<file path="config.mk">
export PLATFORM = sky130hd
export DESIGN_NAME = precise_sleep_estimator
export DESIGN_NICKNAME = d
export VERILOG_FILES = /design/src/rtl/core/pse_pkg.sv /design/src/rtl/core/pse_iter.sv /design/src/rtl/core/pse_seq.sv /design/src/rtl/core/precise_sleep_estimator.sv
export SDC_FILE = /design/constraint.sdc
export NUM_CORES = 2
export LEC_CHECK = 0
export CAP_MARGIN = 20
export CORE_UTILIZATION = 25
export CTS_CLUSTER_SIZE = 30
export DETAILED_ROUTE_END_ITERATION = 7
export DONT_BUFFER_PORTS = 1
export SLEW_MARGIN = 0
export SYNTH_ARGS = -nofsm -noshare
export SYNTH_HDL_FRONTEND = slang
export SYNTH_HIERARCHICAL = 1
export SYNTH_SLANG_ARGS = --single-unit
</file>
<file path="constraint.sdc">
create_clock -name clock -period 18.4 [get_ports clock]
set_input_delay 1.84 -clock clock [delete_from_list [all_inputs] [get_ports clock]]
set_output_delay 1.84 -clock clock [all_outputs]
set_load 0.02 [all_outputs]
</file>
<file path="src/rtl/core/pse_pkg.sv">
// shared types and constants for the precise sleep estimator
// no dependencies
`default_nettype none
package pse_pkg;

   localparam int FRAC_BITS_DEF = 8;
   localparam int USEC_W        = 20;
   localparam int REQ_W         = 24;
   localparam int CNT_W         = 14;
   localparam int TL_W          = 26;
   localparam int M2_W          = 64;
   localparam int STEP_W        = 7;
   localparam int CSR_IDX_W     = 2;

   localparam logic [USEC_W-1:0] FLOOR_RST   = USEC_W'(1000);
   localparam logic [USEC_W-1:0] CLAMP_RST   = USEC_W'(20000);
   localparam logic [CNT_W-1:0]  RESTART_RST = CNT_W'(10000);
   localparam logic [USEC_W-1:0] START_USEC  = USEC_W'(2000);

   localparam logic [CSR_IDX_W-1:0] CSR_FLOOR   = 2'd0;
   localparam logic [CSR_IDX_W-1:0] CSR_CLAMP   = 2'd1;
   localparam logic [CSR_IDX_W-1:0] CSR_RESTART = 2'd2;

   localparam logic OP_REQUEST = 1'b0;
   localparam logic OP_OBSERVE = 1'b1;
   localparam logic ACT_SLEEP  = 1'b0;
   localparam logic ACT_SPIN   = 1'b1;

   typedef enum logic [1:0] {
      MODE_MUL,
      MODE_DIV,
      MODE_SQRT
   } pse_mode_type;

   typedef struct packed {
      logic         start;
      pse_mode_type mode;
   } pse_cmd_type;

   typedef enum logic [2:0] {
      ST_IDLE,
      ST_DIV_MEAN,
      ST_MUL_T,
      ST_DIV_VAR,
      ST_SQRT,
      ST_MUL_R,
      ST_DECIDE
   } pse_state_type;

endpackage
`default_nettype wire

</file>
<file path="src/rtl/core/pse_iter.sv">
// shared iterative unit: shift-add multiply, restoring divide, digit square root
// one add/subtract per cycle; uses pse_pkg
`default_nettype none
module pse_iter
   import pse_pkg::*;
#(
   parameter int FRAC_BITS = FRAC_BITS_DEF
) (
   input  wire  logic                                   clock,
   input  wire  logic                                   reset,
   input  wire  pse_cmd_type                            cmd,
   input  wire  logic [M2_W+FRAC_BITS+(FRAC_BITS%2)-1:0] x_in,
   input  wire  logic [USEC_W+FRAC_BITS-1:0]            b_in,
   output logic                                         done,
   output logic [2*(USEC_W+FRAC_BITS)-1:0]              acc_out,
   output logic [M2_W-1:0]                              q_out
);

   localparam int FIX_W = USEC_W + FRAC_BITS;
   localparam int UW    = 2 * FIX_W;
   localparam int XW    = M2_W + FRAC_BITS + (FRAC_BITS % 2);

   logic                busy_ff, busy_in;
   logic                done_ff, done_in;
   pse_mode_type        mode_ff, mode_in;
   logic [STEP_W-1:0]   steps_ff, steps_in;
   logic [UW-1:0]       acc_ff, acc_in;
   logic [XW-1:0]       x_ff, x_in_nx;
   logic [M2_W-1:0]     q_ff, q_in;
   logic [FIX_W-1:0]    b_ff, b_in_nx;

   logic [UW-1:0]       opa, opb;
   logic                sub;
   logic [UW:0]         sum_w;
   logic                neg;

   always_comb begin
      opa = '0;
      opb = '0;
      sub = 1'b0;
      case (mode_ff)
         MODE_MUL: begin
            opa = {acc_ff[UW-2:0], 1'b0};
            opb = x_ff[XW-1] ? UW'(b_ff) : '0;
         end
         MODE_DIV: begin
            opa = {acc_ff[UW-2:0], x_ff[XW-1]};
            opb = UW'(b_ff);
            sub = 1'b1;
         end
         MODE_SQRT: begin
            opa = {acc_ff[UW-3:0], x_ff[XW-1:XW-2]};
            opb = UW'({q_ff, 2'b01});
            sub = 1'b1;
         end
         default: begin
            opa = '0;
         end
      endcase
      sum_w = {1'b0, opa} + (sub ? ~{1'b0, opb} : {1'b0, opb}) + (UW+1)'(sub);
      neg   = sub & sum_w[UW];
   end

   always_comb begin
      busy_in  = busy_ff;
      done_in  = 1'b0;
      mode_in  = mode_ff;
      steps_in = steps_ff;
      acc_in   = acc_ff;
      x_in_nx  = x_ff;
      q_in     = q_ff;
      b_in_nx  = b_ff;
      if (cmd.start) begin
         busy_in = 1'b1;
         mode_in = cmd.mode;
         acc_in  = '0;
         q_in    = '0;
         x_in_nx = x_in;
         b_in_nx = b_in;
         case (cmd.mode)
            MODE_MUL:  steps_in = STEP_W'(FIX_W);
            MODE_DIV:  steps_in = STEP_W'(M2_W);
            MODE_SQRT: steps_in = STEP_W'(XW / 2);
            default:   steps_in = STEP_W'(1);
         endcase
      end else if (busy_ff) begin
         steps_in = steps_ff - STEP_W'(1);
         if (steps_ff == STEP_W'(1)) begin
            busy_in = 1'b0;
            done_in = 1'b1;
         end
         case (mode_ff)
            MODE_MUL: begin
               acc_in  = sum_w[UW-1:0];
               x_in_nx = {x_ff[XW-2:0], 1'b0};
            end
            MODE_DIV: begin
               acc_in  = neg ? opa : sum_w[UW-1:0];
               q_in    = {q_ff[M2_W-2:0], ~neg};
               x_in_nx = {x_ff[XW-2:0], 1'b0};
            end
            default: begin
               acc_in  = neg ? opa : sum_w[UW-1:0];
               q_in    = {q_ff[M2_W-2:0], ~neg};
               x_in_nx = {x_ff[XW-3:0], 2'b00};
            end
         endcase
      end
   end

   always_ff @(posedge clock) begin
      if (reset) begin
         busy_ff <= 1'b0;
         done_ff <= 1'b0;
      end else begin
         busy_ff <= busy_in;
         done_ff <= done_in;
      end
      mode_ff  <= mode_in;
      steps_ff <= steps_in;
      acc_ff   <= acc_in;
      x_ff     <= x_in_nx;
      q_ff     <= q_in;
      b_ff     <= b_in_nx;
   end

   assign done    = done_ff;
   assign acc_out = acc_ff;
   assign q_out   = q_ff;

`ifndef SYNTH
   a_start_idle: assert property (@(posedge clock) disable iff (reset)
      cmd.start |-> !busy_ff)
      else $error("start while unit busy");
   a_done_clear: assert property (@(posedge clock) disable iff (reset)
      done_ff |-> !busy_ff)
      else $error("done while unit busy");
   a_steps_live: assert property (@(posedge clock) disable iff (reset)
      busy_ff |-> steps_ff != '0)
      else $error("busy with no steps left");
`endif

endmodule
`default_nettype wire

</file>
<file path="src/rtl/core/pse_seq.sv">
// sequencer and statistics state of the sleep estimator
// drives pse_iter through the welford update; uses pse_pkg
`default_nettype none
module pse_seq
   import pse_pkg::*;
#(
   parameter int FRAC_BITS = FRAC_BITS_DEF
) (
   input  wire  logic              clock,
   input  wire  logic              reset,
   input  wire  logic              req_accept,
   input  wire  logic              op,
   input  wire  logic [REQ_W-1:0]  requested_usec,
   input  wire  logic [USEC_W-1:0] observed_usec,
   input  wire  logic [USEC_W-1:0] floor_usec,
   input  wire  logic [USEC_W-1:0] clamp_usec,
   input  wire  logic [CNT_W-1:0]  restart_after,
   input  wire  logic              out_ready,
   output logic                    idle,
   output logic                    out_load,
   output logic                    action,
   output logic [REQ_W-1:0]        spin_usec,
   output logic [USEC_W-1:0]       estimate_usec
);

   localparam int FIX_W = USEC_W + FRAC_BITS;
   localparam int UW    = 2 * FIX_W;
   localparam int XW    = M2_W + FRAC_BITS + (FRAC_BITS % 2);
   localparam logic [FIX_W-1:0] START_FIX = {START_USEC, {FRAC_BITS{1'b0}}};
   localparam logic [FIX_W-1:0] FIX_MAX   = '1;

   pse_state_type       state_ff, state_in;
   logic [TL_W-1:0]     tl_ff, tl_in;
   logic [FIX_W-1:0]    mean_ff, mean_in;
   logic [M2_W-1:0]     m2_ff, m2_in;
   logic [CNT_W-1:0]    sample_ff, sample_in;
   logic [CNT_W-1:0]    cnt_ff, cnt_in;
   logic [FIX_W-1:0]    est_ff, est_in;
   logic [FIX_W-1:0]    obs_fx_ff, obs_fx_in;
   logic [FIX_W-1:0]    ad_ff, ad_in;
   logic                dneg_ff, dneg_in;

   pse_cmd_type         cmd;
   logic [XW-1:0]       x_cmd;
   logic [FIX_W-1:0]    b_cmd;
   logic                it_done;
   logic [UW-1:0]       acc;
   logic [M2_W-1:0]     q;

   logic [USEC_W-1:0]   obs;
   logic [FIX_W-1:0]    obs_fx;
   logic [TL_W:0]       tl_sub;
   logic [FIX_W:0]      delta;
   logic [FIX_W-1:0]    qstep, mean_new, ae;
   logic [FIX_W:0]      e_w;
   logic [M2_W:0]       m2_sum;
   logic [M2_W-1:0]     m2_sat;
   logic [M2_W:0]       est_sum;
   logic [FIX_W-1:0]    est_raw, floor_fx;
   logic                restart;
   logic                sleep;

   pse_iter #(.FRAC_BITS(FRAC_BITS)) u_iter (
      .clock   (clock),
      .reset   (reset),
      .cmd     (cmd),
      .x_in    (x_cmd),
      .b_in    (b_cmd),
      .done    (it_done),
      .acc_out (acc),
      .q_out   (q)
   );

   always_comb begin
      obs      = (observed_usec > clamp_usec) ? clamp_usec : observed_usec;
      obs_fx   = {obs, {FRAC_BITS{1'b0}}};
      tl_sub   = {tl_ff[TL_W-1], tl_ff} - (TL_W+1)'(obs);
      delta    = {1'b0, obs_fx} - {1'b0, mean_ff};
      qstep    = q[FIX_W-1:0];
      mean_new = dneg_ff ? (mean_ff - qstep) : (mean_ff + qstep);
      e_w      = {1'b0, obs_fx_ff} - {1'b0, mean_new};
      ae       = e_w[FIX_W] ? FIX_W'(-e_w) : e_w[FIX_W-1:0];
      m2_sum   = {1'b0, m2_ff} + (M2_W+1)'(acc[UW-1:FRAC_BITS]);
      m2_sat   = m2_sum[M2_W] ? '1 : m2_sum[M2_W-1:0];
      est_sum  = (M2_W+1)'(mean_ff) + (M2_W+1)'(q);
      est_raw  = (est_sum > (M2_W+1)'(FIX_MAX)) ? FIX_MAX : est_sum[FIX_W-1:0];
      floor_fx = {floor_usec, {FRAC_BITS{1'b0}}};
      restart  = cnt_ff >= restart_after;
      sleep    = !tl_ff[TL_W-1] &&
                 ({tl_ff[TL_W-2:0], {FRAC_BITS{1'b0}}} > (TL_W-1+FRAC_BITS)'(est_ff));
   end

   // next state
   always_comb begin
      state_in = state_ff;
      unique case (state_ff)
         ST_IDLE: begin
            if (req_accept) state_in = (op == OP_OBSERVE) ? ST_DIV_MEAN : ST_DECIDE;
         end
         ST_DIV_MEAN: if (it_done) state_in = ST_MUL_T;
         ST_MUL_T:    if (it_done) state_in = ST_DIV_VAR;
         ST_DIV_VAR:  if (it_done) state_in = ST_SQRT;
         ST_SQRT:     if (it_done) state_in = restart ? ST_MUL_R : ST_DECIDE;
         ST_MUL_R:    if (it_done) state_in = ST_DECIDE;
         ST_DECIDE:   if (out_ready) state_in = ST_IDLE;
         default:     state_in = ST_IDLE;
      endcase
   end

   // unit commands and handshake outputs
   always_comb begin
      cmd.start = 1'b0;
      cmd.mode  = MODE_MUL;
      x_cmd     = '0;
      b_cmd     = '0;
      idle      = 1'b0;
      out_load  = 1'b0;
      unique case (state_ff)
         ST_IDLE: begin
            idle      = 1'b1;
            cmd.start = req_accept && (op == OP_OBSERVE);
            cmd.mode  = MODE_DIV;
            x_cmd     = {M2_W'(delta[FIX_W] ? FIX_W'(-delta) : delta[FIX_W-1:0]),
                         {(XW-M2_W){1'b0}}};
            b_cmd     = FIX_W'(sample_ff + CNT_W'(1));
         end
         ST_DIV_MEAN: begin
            cmd.start = it_done;
            cmd.mode  = MODE_MUL;
            x_cmd     = {ae, {(XW-FIX_W){1'b0}}};
            b_cmd     = ad_ff;
         end
         ST_MUL_T: begin
            cmd.start = it_done;
            cmd.mode  = MODE_DIV;
            x_cmd     = {m2_sat, {(XW-M2_W){1'b0}}};
            b_cmd     = FIX_W'(sample_ff);
         end
         ST_DIV_VAR: begin
            cmd.start = it_done;
            cmd.mode  = MODE_SQRT;
            x_cmd     = XW'({q, {FRAC_BITS{1'b0}}});
         end
         ST_SQRT: begin
            cmd.start = it_done && restart;
            cmd.mode  = MODE_MUL;
            x_cmd     = {ad_ff, {(XW-FIX_W){1'b0}}};
            b_cmd     = ad_ff;
         end
         ST_MUL_R: begin
            cmd.start = 1'b0;
         end
         ST_DECIDE: begin
            out_load = out_ready;
         end
         default: begin
            idle = 1'b0;
         end
      endcase
   end

   // statistics datapath
   always_comb begin
      tl_in     = tl_ff;
      mean_in   = mean_ff;
      m2_in     = m2_ff;
      sample_in = sample_ff;
      cnt_in    = cnt_ff;
      est_in    = est_ff;
      obs_fx_in = obs_fx_ff;
      ad_in     = ad_ff;
      dneg_in   = dneg_ff;
      case (state_ff)
         ST_IDLE: begin
            if (req_accept) begin
               if (op == OP_REQUEST) begin
                  tl_in = TL_W'(requested_usec);
               end else begin
                  tl_in     = (tl_sub[TL_W] != tl_sub[TL_W-1]) ?
                              {1'b1, {(TL_W-1){1'b0}}} : tl_sub[TL_W-1:0];
                  cnt_in    = sample_ff + CNT_W'(1);
                  obs_fx_in = obs_fx;
                  dneg_in   = delta[FIX_W];
                  ad_in     = delta[FIX_W] ? FIX_W'(-delta) : delta[FIX_W-1:0];
               end
            end
         end
         ST_DIV_MEAN: if (it_done) mean_in = mean_new;
         ST_MUL_T:    if (it_done) m2_in = m2_sat;
         ST_SQRT: begin
            if (it_done) begin
               est_in = (est_raw > floor_fx) ? est_raw : floor_fx;
               if (!restart) sample_in = cnt_ff;
            end
         end
         ST_MUL_R: begin
            if (it_done) begin
               m2_in     = M2_W'(acc[UW-1:FRAC_BITS]);
               sample_in = CNT_W'(1);
            end
         end
         default: begin
            tl_in = tl_ff;
         end
      endcase
   end

   always_ff @(posedge clock) begin
      if (reset) begin
         state_ff  <= ST_IDLE;
         tl_ff     <= '0;
         mean_ff   <= START_FIX;
         m2_ff     <= '0;
         sample_ff <= CNT_W'(1);
         est_ff    <= START_FIX;
      end else begin
         state_ff  <= state_in;
         tl_ff     <= tl_in;
         mean_ff   <= mean_in;
         m2_ff     <= m2_in;
         sample_ff <= sample_in;
         est_ff    <= est_in;
      end
      cnt_ff    <= cnt_in;
      obs_fx_ff <= obs_fx_in;
      ad_ff     <= ad_in;
      dneg_ff   <= dneg_in;
   end

   assign action        = sleep ? ACT_SLEEP : ACT_SPIN;
   assign spin_usec     = (sleep || tl_ff[TL_W-1]) ? '0 : tl_ff[REQ_W-1:0];
   assign estimate_usec = est_ff[FIX_W-1:FRAC_BITS];

`ifndef SYNTH
   a_done_waiting: assert property (@(posedge clock) disable iff (reset)
      it_done |-> (state_ff == ST_DIV_MEAN || state_ff == ST_MUL_T ||
                   state_ff == ST_DIV_VAR || state_ff == ST_SQRT ||
                   state_ff == ST_MUL_R))
      else $error("unit finished outside a wait state");
   a_sample_live: assert property (@(posedge clock) disable iff (reset)
      sample_ff != '0)
      else $error("sample count is zero");
   a_accept_idle: assert property (@(posedge clock) disable iff (reset)
      req_accept |-> state_ff == ST_IDLE)
      else $error("beat taken while busy");
   a_decide_exit: assert property (@(posedge clock) disable iff (reset)
      (state_ff == ST_DECIDE && out_ready) |=> state_ff == ST_IDLE)
      else $error("result not released");
`endif

endmodule
`default_nettype wire

</file>
<file path="src/rtl/core/precise_sleep_estimator.sv">
// a request beat goes to the decide state and is loaded into the result register once the
// output is free; an observation beat runs mean divide, product, variance divide and square
// root through one shared add/subtract unit, and a restart adds a second product
// after the square root, before the decide state
// one beat in work at a time: the next beat is taken the cycle after the result is loaded
// reset is synchronous: control state, settings and statistics return to their start values at once
`default_nettype none
module precise_sleep_estimator
   import pse_pkg::*;
#(
   parameter int FRAC_BITS = FRAC_BITS_DEF
) (
   input  wire  logic                 clock,
   input  wire  logic                 reset,
   input  wire  logic                 req_tvalid,
   output logic                       req_tready,
   input  wire  logic                 req_tuser,  // op
   input  wire  logic [47:0]          req_tdata,  // requested_usec, observed_usec
   output logic                       rsp_tvalid,
   input  wire  logic                 rsp_tready,
   output logic                       rsp_tuser,  // action
   output logic [47:0]                rsp_tdata,  // spin_usec, estimate_usec
   input  wire  logic                 csr_valid,
   output logic                       csr_ready,
   input  wire  logic [CSR_IDX_W-1:0] csr_index,
   input  wire  logic [USEC_W-1:0]    csr_wdata
);

   logic [USEC_W-1:0] floor_ff, floor_in;
   logic [USEC_W-1:0] clamp_ff, clamp_in;
   logic [CNT_W-1:0]  restart_ff, restart_in;
   logic              rsp_valid_ff, rsp_valid_in;
   logic              action_ff;
   logic [REQ_W-1:0]  spin_ff;
   logic [USEC_W-1:0] est_usec_ff;

   logic              idle, out_load, out_ready, req_accept;
   logic              action;
   logic [REQ_W-1:0]  spin_usec;
   logic [USEC_W-1:0] estimate_usec;

   assign csr_ready  = 1'b1;
   assign req_tready = idle;
   assign req_accept = req_tvalid & idle;
   assign out_ready  = !rsp_valid_ff || rsp_tready;

   pse_seq #(.FRAC_BITS(FRAC_BITS)) u_seq (
      .clock          (clock),
      .reset          (reset),
      .req_accept     (req_accept),
      .op             (req_tuser),
      .requested_usec (req_tdata[REQ_W-1:0]),
      .observed_usec  (req_tdata[REQ_W+USEC_W-1:REQ_W]),
      .floor_usec     (floor_ff),
      .clamp_usec     (clamp_ff),
      .restart_after  (restart_ff),
      .out_ready      (out_ready),
      .idle           (idle),
      .out_load       (out_load),
      .action         (action),
      .spin_usec      (spin_usec),
      .estimate_usec  (estimate_usec)
   );

   always_comb begin
      floor_in   = floor_ff;
      clamp_in   = clamp_ff;
      restart_in = restart_ff;
      if (csr_valid) begin
         unique case (csr_index)
            CSR_FLOOR:   floor_in   = csr_wdata;
            CSR_CLAMP:   clamp_in   = csr_wdata;
            CSR_RESTART: restart_in = csr_wdata[CNT_W-1:0];
            default:     floor_in   = floor_ff;
         endcase
      end
      rsp_valid_in = rsp_valid_ff;
      if (out_load) rsp_valid_in = 1'b1;
      else if (rsp_tready) rsp_valid_in = 1'b0;
   end

   always_ff @(posedge clock) begin
      if (reset) begin
         floor_ff     <= FLOOR_RST;
         clamp_ff     <= CLAMP_RST;
         restart_ff   <= RESTART_RST;
         rsp_valid_ff <= 1'b0;
      end else begin
         floor_ff     <= floor_in;
         clamp_ff     <= clamp_in;
         restart_ff   <= restart_in;
         rsp_valid_ff <= rsp_valid_in;
      end
      if (out_load) begin
         action_ff   <= action;
         spin_ff     <= spin_usec;
         est_usec_ff <= estimate_usec;
      end
   end

   assign rsp_tvalid = rsp_valid_ff;
   assign rsp_tuser  = action_ff;
   assign rsp_tdata  = {4'b0, est_usec_ff, spin_ff};

endmodule
`default_nettype wire

</file>
==> flow_summary_export.csv <==
group,metric,value,unit
power_and_ir_drop,p_comb_share,61.1,%
power_and_ir_drop,switching_share,50.0,%
floorplanning,die_w,427,µm
clocking,cts_sinks,557,
global_route,grt_max_degree,237,
placement,hpwl,126000,µm
logic_synthesis,synth_area,45200,µm²
route,wl,167000,µm
worst_setup_path,reg2reg_slack,9650,ps
worst_setup_path,crit_path_max_fanout,9,
clocking,htree_num_levels,3,
flow_run,maxCapViolCount,0,
sta,finalHoldViolations,0,
route,antenna_left,0,
power_and_ir_drop,vdd_drop_max,0.000109,V
logic_synthesis,syn-mean-instance-area,7.99,µm²
route,drc_errors,0,
sta,max_freq,0.110,GHz
cells_and_area,n_fill_cell,19100,
power_and_ir_drop,p_per_area,172,nW/µm²
clocking,cts_tree,"done",
logic_synthesis,synthCells,5648,
clocking,cts_setup_buffers,0,
clocking,cts.repair.resized,0,
floorplanning,die_area,182000,µm²
sta,tightest_slew,1120,ps
global_route,grt_pass1_wl,251000,µm
placement,io_buffers,0,
cells_and_area,layout-area-overhead-vs-synth,9.59,%
floorplanning,fp.dieH,427,µm
logic_synthesis,synth_top_area_cell,"dfxtp_1",
route,vias_per_cell,5.50,
floorplanning,io_pins,128,
worst_setup_path,setup.worst_path.start,"req_tdata[29]",
clocking,cts_max_path_buffers,3,
clocking,cts-buffers-inserted,69,
logic_synthesis,synth_cell_type_count,115,
worst_setup_path,critPathKind,"input pin to flip-flop",
route,drt_iter0_drc,4726,
cells_and_area,layout-drive-gt1-share,5.17,%
power_and_ir_drop,pwr-share-seq,22.1,%
sta,rsz0062_at_grt,"no",
clocking,clk_pin_slew,60,ps
worst_setup_path,reg2reg_to,"u_seq/est_ff[8]",
sta,setup_viol,0,
sta,tns,0,ps
sta,period_share,49.5,%
worst_hold_path,holdCritPathClass,"flip-flop to flip-flop",
placement,gp_congestion,0.955,
worst_hold_path,hold_depth,1,
global_route,grt_usage,17.7,%
power_and_ir_drop,p_clk_share,16.8,%
sta,slew_headroom,25.0,%
worst_setup_path,crit_arrival,9480,ps
floorplanning,coreArea,179000,µm²
cells_and_area,nNetsFinal,5801,
power_and_ir_drop,p_int,4250,µW
clocking,clock_latency,700,ps
logic_synthesis,async_flop_share,0,%
route,vias,43100,
logic_synthesis,synthTopCellsByArea,"dfxtp_1 15%, edfxtp_1 14%, ha_1 8.4%, nand2_1 5.3%, a21oi_1 5.2%",
sta,fin_worst_skew,50.9,ps
worst_setup_path,endpoint,"u_seq/u_iter/x_ff[35]",
logic_synthesis,ys_ff_latch,557,
global_route,antenna_found_initial,4,
power_and_ir_drop,p_leak,0.0189,µW
sta,fin_hold_ws,455,ps
worst_setup_path,ff2ff_path_depth,26,
route,drt-wirelength-per-cell,21.4,µm
cells_and_area,finalInstanceArea,49500,µm²
sta,finalMaxSlewViolations,0,
worst_setup_path,reg2reg_from,"u_seq/u_iter/q_out[0]",
outcome,status,"finished clean",
worst_setup_path,required,18780,ps
logic_synthesis,synth_top_area_share,15.1,%
logic_synthesis,ys.flop_type,"dfxtp_1",
logic_synthesis,yosysWarnings,6,
floorplanning,start_util,25.2,%
global_route,overflow,0,
route,drt_first_pass_iters,6,
sta,min_period,9100,ps
clocking,hold_buffers,0,
floorplanning,fp-row-count,155,
worst_setup_path,cp-start-kind,"input pin",
worst_setup_path,cp-end-kind,"flip-flop",
logic_synthesis,ys_seq_area_share,29.5,%
power_and_ir_drop,p_sw,4240,µW
placement,placed_cell_area,47200,µm²
logic_synthesis,synth-edff-count,217,
global_route,grt_pass1_vias,39800,
clocking,root_buffer,"clkbuf_16",
## worst min-delay path by stage
stage	from	end
2_1_floorplan	u_seq/est_ff[7]	u_seq/est_ff[7]
3_3_place_gp	u_seq/est_ff[3]	u_seq/est_ff[3]
3_5_place_dp	u_seq/est_ff[7]	u_seq/est_ff[7]
4_1_cts	u_seq/est_ff[7]	u_seq/est_ff[7]
5_1_grt	u_seq/est_ff[2]	u_seq/est_ff[2]
6_report	u_seq/est_ff[2]	u_seq/est_ff[2]
## final cells by class
type | count | area, µm² | share of cell area [%]
inverters | 198 | 744 | 1.50
clock buffers | 96 | 1960 | 3.96
repair buffers | 65 | 500 | 1.01
flip-flops and latches | 557 | 13300 | 26.9
well taps | 2355 | 2950 | 5.95
clock inverters | 31 | 349 | 0.705
multi-input cells | 4526 | 29600 | 59.9
diodes | 2 | 5.00 | 0.0101
## flip-flops by register name, summed over array words and instances (netlist names), 2 cells and up
| signal | flops |
|---|---|
| floor_ff | 20 |
| u_seq/obs_fx_ff | 20 |
| u_seq/tl_ff | 26 |
| restart_ff | 14 |
| est_usec_ff | 20 |
| u_seq/mean_ff | 28 |
| u_seq/ad_ff | 28 |
| u_seq/u_iter/mode_ff | 2 |
| u_seq/u_iter/q_out | 64 |
| spin_ff | 24 |
| u_seq/u_iter/x_ff | 72 |
| u_seq/m2_ff | 64 |
| clamp_ff | 20 |
| u_seq/cnt_ff | 14 |
| u_seq/sample_ff | 14 |
| u_seq/est_ff | 28 |
| u_seq/u_iter/b_ff | 28 |
| u_seq/state_ff | 3 |
| u_seq/u_iter/acc_out | 56 |
| u_seq/u_iter/steps_ff | 7 |
## metrics by stage
stage | setup WS [ps] | power, µW | cells | utilization, %
floorplan | 9980 | 5430 | 5662 | -
global route | 8970 | 9000 | 7829 | 27.6
detailed placement | 8840 | 6940 | 7700 | 26.3
CTS | 9500 | 8400 | 7827 | 27.6
global placement | 8870 | 6870 | 7700 | 26.3
finish | 9300 | 8490 | 7830 | 27.6
## power groups by stage
stage	Combinational, µW	Clock, µW	Sequential, µW
floorplan	3690	0	1740
global placement	4990	0	1880
detailed placement	5050	0	1880
CTS	5080	1460	1860
global route	5600	1510	1890
finish	5180	1430	1870
## synthesized netlist by cell type (21+ instances only)
cell type / n
o21ai_1: 21
mux2_2: 26
nor4_1: 32
xnor2_1: 260
nand2b_1: 88
a21o_1: 155
o211ai_1: 72
o21a_1: 39
a211o_1: 29
nand4_1: 101
mux2i_1: 163
a221oi_1: 24
o31ai_1: 37
a21oi_1: 468
buf_4: 35
a211oi_1: 48
a22oi_1: 58
nand2_1: 637
and2_1: 64
o21ai_0: 357
a31oi_1: 63
a311oi_1: 55
ha_1: 303
edfxtp_1: 217
nand3_1: 167
or3_1: 56
dfxtp_1: 340
inv_1: 197
nor2b_1: 38
nor3_1: 151
o21bai_1: 42
and3_1: 43
nor2_1: 458
buf_1: 29
clkbuf_1: 291
xor2_1: 99
a22o_1: 70
## logic make-up after synthesis
logic type	Yosys count	share of synthesized area [%]
simple gates	1933	20.3
compound gates	1719	25.0
buf+inv	579	5.25
flops	557	29.5
xor+xnor	359	6.96
fa+ha+maj	308	8.62
mux	190	4.30
other cells	3	0.0249
## placed cells by master, fill, tap and decap left out, types with 55 or more instances in the layout
| cell type | count |
|---|---|
| nand2_1 | 637 |
| a21oi_1 | 468 |
| nor2_1 | 452 |
| o21ai_0 | 357 |
| dfxtp_1 | 337 |
| ha_1 | 302 |
| xnor2_1 | 260 |
| edfxtp_1 | 217 |
| inv_1 | 195 |
| nand3_1 | 167 |
| mux2i_1 | 163 |
| a21o_1 | 155 |
| nor3_1 | 147 |
| nand4_1 | 101 |
| xor2_1 | 99 |
| nand2b_1 | 87 |
| clkbuf_16 | 72 |
| o211ai_1 | 72 |
| a22o_1 | 70 |
| and2_1 | 64 |
| buf_4 | 64 |
| a31oi_1 | 63 |
| a22oi_1 | 58 |
| or3_1 | 55 |
| a311oi_1 | 55 |
## layer usage
metal / up-vias / part of all wire [%] / global-route usage [%]
met5: - / 0.0060 / 0
met4: 2 / 4.6 / 7.77
met3: 307 / 7.4 / 2.25
met2: 1725 / 45 / 28.0
met1: 20900 / 43 / 24.1
li1: 20200 / - / -
## critical path, stage by stage
cell and delay (ps):
ha_1 300, a21o_1 170, a21o_1 170, a21o_1 170
a21o_1 170, a21o_1 170, a21o_1 160, a21oi_1 140
and4b_1 210, a211oi_1 290, o21ai_0 200, o21ai_4 190
mux2_2 470, ha_1 420, nor4bb_1 580, a21o_1 230
nand4_1 150, a31oi_1 380, xor2_1 300, nand2b_1 350
a211oi_1 700, nor4b_1 550, a41oi_1 230, xor2_1 210
xnor2_1 210, a221o_1 360, nand2_1 60, o21ai_0 80
Note: power is estimated with default switching activity, not from simulation.
